## src/rtl/prime_field_log_exp_tables_assert.svh

```systemverilog
// Assertion macros shared by the prime field log/exp table RTL.
// No dependencies; included by the files that carry assertions.
`ifndef PRIME_FIELD_LOG_EXP_TABLES_ASSERT_SVH
`define PRIME_FIELD_LOG_EXP_TABLES_ASSERT_SVH

// same-cycle implication
`define PFLET_ASSERT_IMPL(label, clk, rst_n, ante, cons, msg) \
	label: assert property (@(posedge clk) disable iff (!rst_n) (ante) |-> (cons)) \
		else $error(msg);

// next-cycle implication
`define PFLET_ASSERT_NEXT(label, clk, rst_n, ante, cons, msg) \
	label: assert property (@(posedge clk) disable iff (!rst_n) (ante) |=> (cons)) \
		else $error(msg);

`endif

```

## src/rtl/pflet_pkg.sv

```systemverilog
// Shared types and constants for the prime field log/exp tables.
// No dependencies; imported by every module of the block.
package pflet_pkg;

	localparam int FIELD_W     = 12;
	localparam int KIND_W      = 2;
	localparam int STAT_W      = 2;
	localparam int TABLE_DEPTH = 1 << FIELD_W;
	localparam int CNT_W       = $clog2(FIELD_W);

	typedef logic [FIELD_W-1:0] field_t;

	localparam field_t ONE        = field_t'(1);
	localparam field_t ROOT_START = field_t'(2);
	localparam field_t RESET_P    = field_t'(2);

	typedef enum logic [KIND_W-1:0] {
		KIND_BUILD = 2'd0,
		KIND_LOG   = 2'd1,
		KIND_EXP   = 2'd2
	} kind_t;

	typedef enum logic [STAT_W-1:0] {
		STAT_OK        = 2'd0,
		STAT_NOT_BUILT = 2'd1,
		STAT_RANGE     = 2'd2
	} status_t;

	typedef struct packed {
		logic capture;
		logic cfg_wr;
		logic bld_init;
		logic ord_start;
		logic ord_upd;
		logic next_cand;
		logic set_g;
		logic fill_step;
		logic fill_upd;
		logic fix1;
		logic fix0;
		logic load_out;
	} dp_cmd_t;

	typedef struct packed {
		logic p_lt2;
		logic p_eq2;
		logic ord_more;
		logic cand_more;
		logic fill_more;
		logic mul_done;
	} dp_sts_t;

endpackage

```

## src/rtl/pflet_ctrl.sv

```systemverilog
// Controller: sequences lookups, the primitive root search and the table fill.
// Depends on pflet_pkg and prime_field_log_exp_tables_assert.svh.
`include "prime_field_log_exp_tables_assert.svh"

module pflet_ctrl import pflet_pkg::*; (
	input  logic              clk,
	input  logic              arst_n,
	input  logic              in_valid,
	output logic              in_stall,
	input  logic [KIND_W-1:0] kind,
	output logic              out_valid,
	input  logic              out_stall,
	input  logic              cfg_valid,
	output logic              cfg_ready,
	output dp_cmd_t           cmd,
	input  dp_sts_t           sts
);

	typedef enum logic [7:0] {
		S_IDLE      = 8'b0000_0001,
		S_BLD_INIT  = 8'b0000_0010,
		S_ORD_CHK   = 8'b0000_0100,
		S_ORD_WAIT  = 8'b0000_1000,
		S_FILL      = 8'b0001_0000,
		S_FILL_WAIT = 8'b0010_0000,
		S_FIX0      = 8'b0100_0000,
		S_RESP      = 8'b1000_0000
	} state_t;

	state_t state_q;
	state_t state_d;
	logic   out_valid_q;
	logic   accept;

	assign in_stall  = state_q != S_IDLE;
	assign cfg_ready = state_q == S_IDLE;
	assign accept    = in_valid && !in_stall;
	assign out_valid = out_valid_q;

	always_comb begin
		state_d       = state_q;
		cmd           = '0;
		cmd.cfg_wr    = cfg_valid && cfg_ready;
		cmd.capture   = accept;
		case (state_q)
			S_IDLE: begin
				if (accept) begin
					case (kind_t'(kind))
						KIND_BUILD: state_d = S_BLD_INIT;
						KIND_LOG:   state_d = S_RESP;
						KIND_EXP:   state_d = S_RESP;
						default:    state_d = S_IDLE;
					endcase
				end
			end
			S_BLD_INIT: begin
				cmd.bld_init = 1'b1;
				if (sts.p_lt2) begin
					state_d = S_FIX0;
				end else if (sts.p_eq2) begin
					state_d = S_FILL;
				end else begin
					state_d = S_ORD_CHK;
				end
			end
			S_ORD_CHK: begin
				if (sts.ord_more) begin
					cmd.ord_start = 1'b1;
					state_d       = S_ORD_WAIT;
				end else if (sts.cand_more) begin
					cmd.next_cand = 1'b1;
				end else begin
					cmd.set_g = 1'b1;
					state_d   = S_FILL;
				end
			end
			S_ORD_WAIT: begin
				if (sts.mul_done) begin
					cmd.ord_upd = 1'b1;
					state_d     = S_ORD_CHK;
				end
			end
			S_FILL: begin
				if (sts.fill_more) begin
					cmd.fill_step = 1'b1;
					state_d       = S_FILL_WAIT;
				end else begin
					cmd.fix1 = 1'b1;
					state_d  = S_FIX0;
				end
			end
			S_FILL_WAIT: begin
				if (sts.mul_done) begin
					cmd.fill_upd = 1'b1;
					state_d      = S_FILL;
				end
			end
			S_FIX0: begin
				cmd.fix0 = 1'b1;
				state_d  = S_RESP;
			end
			S_RESP: begin
				if (!out_valid_q || !out_stall) begin
					cmd.load_out = 1'b1;
					state_d      = S_IDLE;
				end
			end
			default: begin
				state_d = S_IDLE;
			end
		endcase
	end

	always_ff @(posedge clk or negedge arst_n) begin
		if (!arst_n) begin
			state_q     <= S_IDLE;
			out_valid_q <= 1'b0;
		end else begin
			state_q <= state_d;
			if (cmd.load_out) begin
				out_valid_q <= 1'b1;
			end else if (!out_stall) begin
				out_valid_q <= 1'b0;
			end
		end
	end

	`PFLET_ASSERT_IMPL(a_mul_done_in_wait, clk, arst_n, sts.mul_done, (state_q == S_ORD_WAIT) || (state_q == S_FILL_WAIT), "multiply-mod result with no step waiting")
	`PFLET_ASSERT_NEXT(a_load_sets_valid, clk, arst_n, cmd.load_out, out_valid_q, "loaded result not presented")
	`PFLET_ASSERT_NEXT(a_lookup_to_resp, clk, arst_n, accept && ((kind == KIND_LOG) || (kind == KIND_EXP)), state_q == S_RESP, "lookup did not go to response")

endmodule

```

## config.mk

```make
export PLATFORM = sky130hd
export DESIGN_NAME = pflet_ctrl
export DESIGN_NICKNAME = d
export VERILOG_FILES = /design/src/rtl/pflet_pkg.sv /design/src/rtl/pflet_ctrl.sv
export VERILOG_INCLUDE_DIRS = /design/src /design/src/rtl
export SDC_FILE = /design/constraint.sdc
export NUM_CORES = 1
export LEC_CHECK = 0
export ABC_AREA = 1
export BUFFER_PORTS_ARGS = -buffer_cell sky130_fd_sc_hd__buf_4
export CELL_PAD_IN_SITES_DETAIL_PLACEMENT = 0
export CELL_PAD_IN_SITES_GLOBAL_PLACEMENT = 1
export CORE_UTILIZATION = 32
export CTS_BUF_LIST = sky130_fd_sc_hd__clkbuf_8
export DETAILED_ROUTE_END_ITERATION = 6
export PLACE_DENSITY = 0.8
export SETUP_SLACK_MARGIN = 0.2
export SYNTH_ARGS = -nofsm -noshare
export SYNTH_HDL_FRONTEND = slang
export SYNTH_SLANG_ARGS = --single-unit
export TNS_END_PERCENT = 30
```

## constraint.sdc

```tcl
create_clock -name clk -period 1.22 [get_ports clk]
set_input_delay 0.061 -clock clk [delete_from_list [all_inputs] [get_ports clk]]
set_output_delay 0.061 -clock clk [all_outputs]
set_load 0.1 [all_outputs]
```

==> metrics.txt <==
status=complete, but fails checks; failing checks=setup timing; Cells after DPL=175; Peak VDD IR=between 2 and 3 mV; Place WS=-0.141 ns; initial antenna violation count=0; Final GP Congestion=0.847; EDFF count, synth=0; port bufs=27; mean post-synth cell area=7.13 um2; synth-to-layout area growth=93.4%; Mapped Cells=112; pwr/cell area=1980 nW/um2; worst-path maximum fanout=4; first-pass GRT wire length=3750 um; Num Clock Sinks=9; sequential fraction of the synthesis area=0.284; gr usage total=0.188; Period Utilization, post-route=1.29; ys async rst share=1.00; CTS max path bufs=2; max-cap viol count=0; WS Path Type=flop to output port; reg-to-reg startpoint=state_q[6]; Hold Fails Final Rpt=0; Rows=17; worst slew pin tran=0.269 ns; post-route setup slack=-0.357 ns; Multi-input gate area=a little over 600 um2; clock buffer count from CTS=3; most numerous cell in the Yosys netlist=nand2_1; Crit path largest cell delay=between 0.3 and 0.4 ns; utilization after layout=0.678; via count=835; Period minus WS final=approximately 1.6 ns; DP Wirelength=1650 um; Fillers=164; Pins Over Slew Limit=0; layout net count=approximately 170; pin count of the biggest net entering global routing=10; wire per inst=12.0 um; Critical R2R Capture=state_q[0]; hold path cells=2; die footprint=around 2700 um2; Hold Crit Endpoint=state_q[3]; post-synth top area cell=dfrtp_1; Synth Warn #=0; WL final=around 2200 um; syn nets=127; crit path launch type=flop; vias in the first global route=883; worst r2r path cells=12; Fmax=0.634 GHz; share of layout cells above drive strength 1=0.671; grt ovf=0; Critical Path AT=between 1.5 and 2 ns; Register Area=~230 um2; Ports=28; Post-synth top flop=dfrtp_1; TritonRoute pass-1 iters=6; Clk Latency, worst-skew pair=approximately 0.23 ns; Cell Chain, Critical Path=inv_2 -> nand2_8 -> nor2_8 -> buf_12 -> nand3_2 -> inv_2 -> buf_12; slowest stage cell, crit path=dfrtp_1; top cells by count, synth=nand2_1, nor2_1, inv_1; Die Width=51.9 um; CTS H-tree depth=1; Core Area=between 2000 and 2500 um2; CP required=1.16 ns; RSZ-0062 raised after global routing=yes; post-synth top area share=0.251; Cell variety after synth=26; Worst Skew=0.00153 ns; synthesized area=798 um2; hold crit path type=primary input to flop; hold_ws=0.0354 ns; Worst Setup End Kind=output port; diodes inserted=0; Die Height=51.9 um; fin cells=186; TritonCTS clock tree=done; Starting Density=0.351; min-delay src=sts[0]; Leak=between 0.7 and 0.8 nW; drt first-iter violations=8; top cells by area, synth=dfrtp_1, nand2_1, nor2_1, nand2_4, inv_1; r2r setup slk=-0.30 ns; clk root buf=clkbuf_8; drc violations=0; DRT antenna net count=0; # setup viols final=20; CTS clk-pin slew, worst paths=0.04 ns; average vias per placed instance=4.49; Rel. slew slack=0.819; Synth Register Bits=9
power breakdown:
group | leakage (nW) | internal, W | switching, W
Combinational | 0.628 | 0.000860 | 0.00146
Sequential | 0.119 | 0.000375 | 0.0000377
Clock | 0.0269 | 0.000219 | 0.000113
Total | 0.774 | 0.00145 | 0.00161
layout by cell type, fill, tap and decap left out, drive strengths merged, types with 2 or more instances in the layout:
master  count
nor2       27
clkbuf      3
nor3b       2
nand4       2
dfrtp       8
inv        25
nand2      33
o21ai       4
ha          2
buf        42
nand3       3
metal layers:
layer / share of wire / global-route usage / up-vias
met5: 0 / 0 / -
met4: 0.010 / 0.0811 / 0
met3: 0.034 / 0.0175 / 3
met2: 0.53 / 0.321 / 19
met1: 0.43 / 0.238 / 391
li1: - / - / 422
logic make-up after synthesis:
| family | synth area share |
|---|---|
| AO/OA/AOI/OAI | 0.0486 |
| adder cells (fa/ha/maj) | 0.0313 |
| AND/OR/NAND/NOR | 0.508 |
| buffers and inverters | 0.129 |
| flip-flops | 0.284 |
worst max-delay path by stage:
stage / from / endpoint / slack, ns
floorplan: state_q[4] / state_q[6] / -0.42
global placement: state_q[0] / state_q[7] / -0.15
detailed placement: state_q[2] / cmd[2] / -0.14
CTS: state_q[2] / cmd[2] / -0.33
global route: state_q[7] / cmd[6] / -0.42
finish: state_q[6] / cmd[6] / -0.36
registers in the layout, indices dropped and copies added (netlist names):
name and flops:
state_q 8, out_valid 1
worst max-delay path: cells and delay by family, from the launching register on:
family                 cells  cell delay (ns)
flip-flops                 1             0.37
buffers and inverters      4             0.53
AND/OR/NAND/NOR            3             0.39
final cells by class:
type / count / area share
clock inverter: 1 / 0.00243
timing repair buffer: 43 / 0.340
sequential: 9 / 0.149
inverter: 25 / 0.0656
clock buffer: 3 / 0.0267
multi-input combinational: 77 / 0.394
tap: 28 / 0.0227
stage by stage:
stage / TNS (ns) / area, um2 / total power (W)
global route: -6.44 / 1540 / 0.00319
global placement: -1.66 / 1160 / 0.00212
floorplan: -4.66 / 865 / 0.00178
detailed placement: -1.67 / 1160 / 0.00213
finish: -5.02 / 1540 / 0.00306
CTS: -4.84 / 1460 / 0.00290
timing repair:
action,CTS,global route
endpoints found under the hold margin,9,0
resized for setup,56,17
endpoints found under the setup margin,23,23
pin swaps,2,12
hold buffers,1,0
setup buffers,4,2
Note: power is estimated with default switching activity, not from simulation.
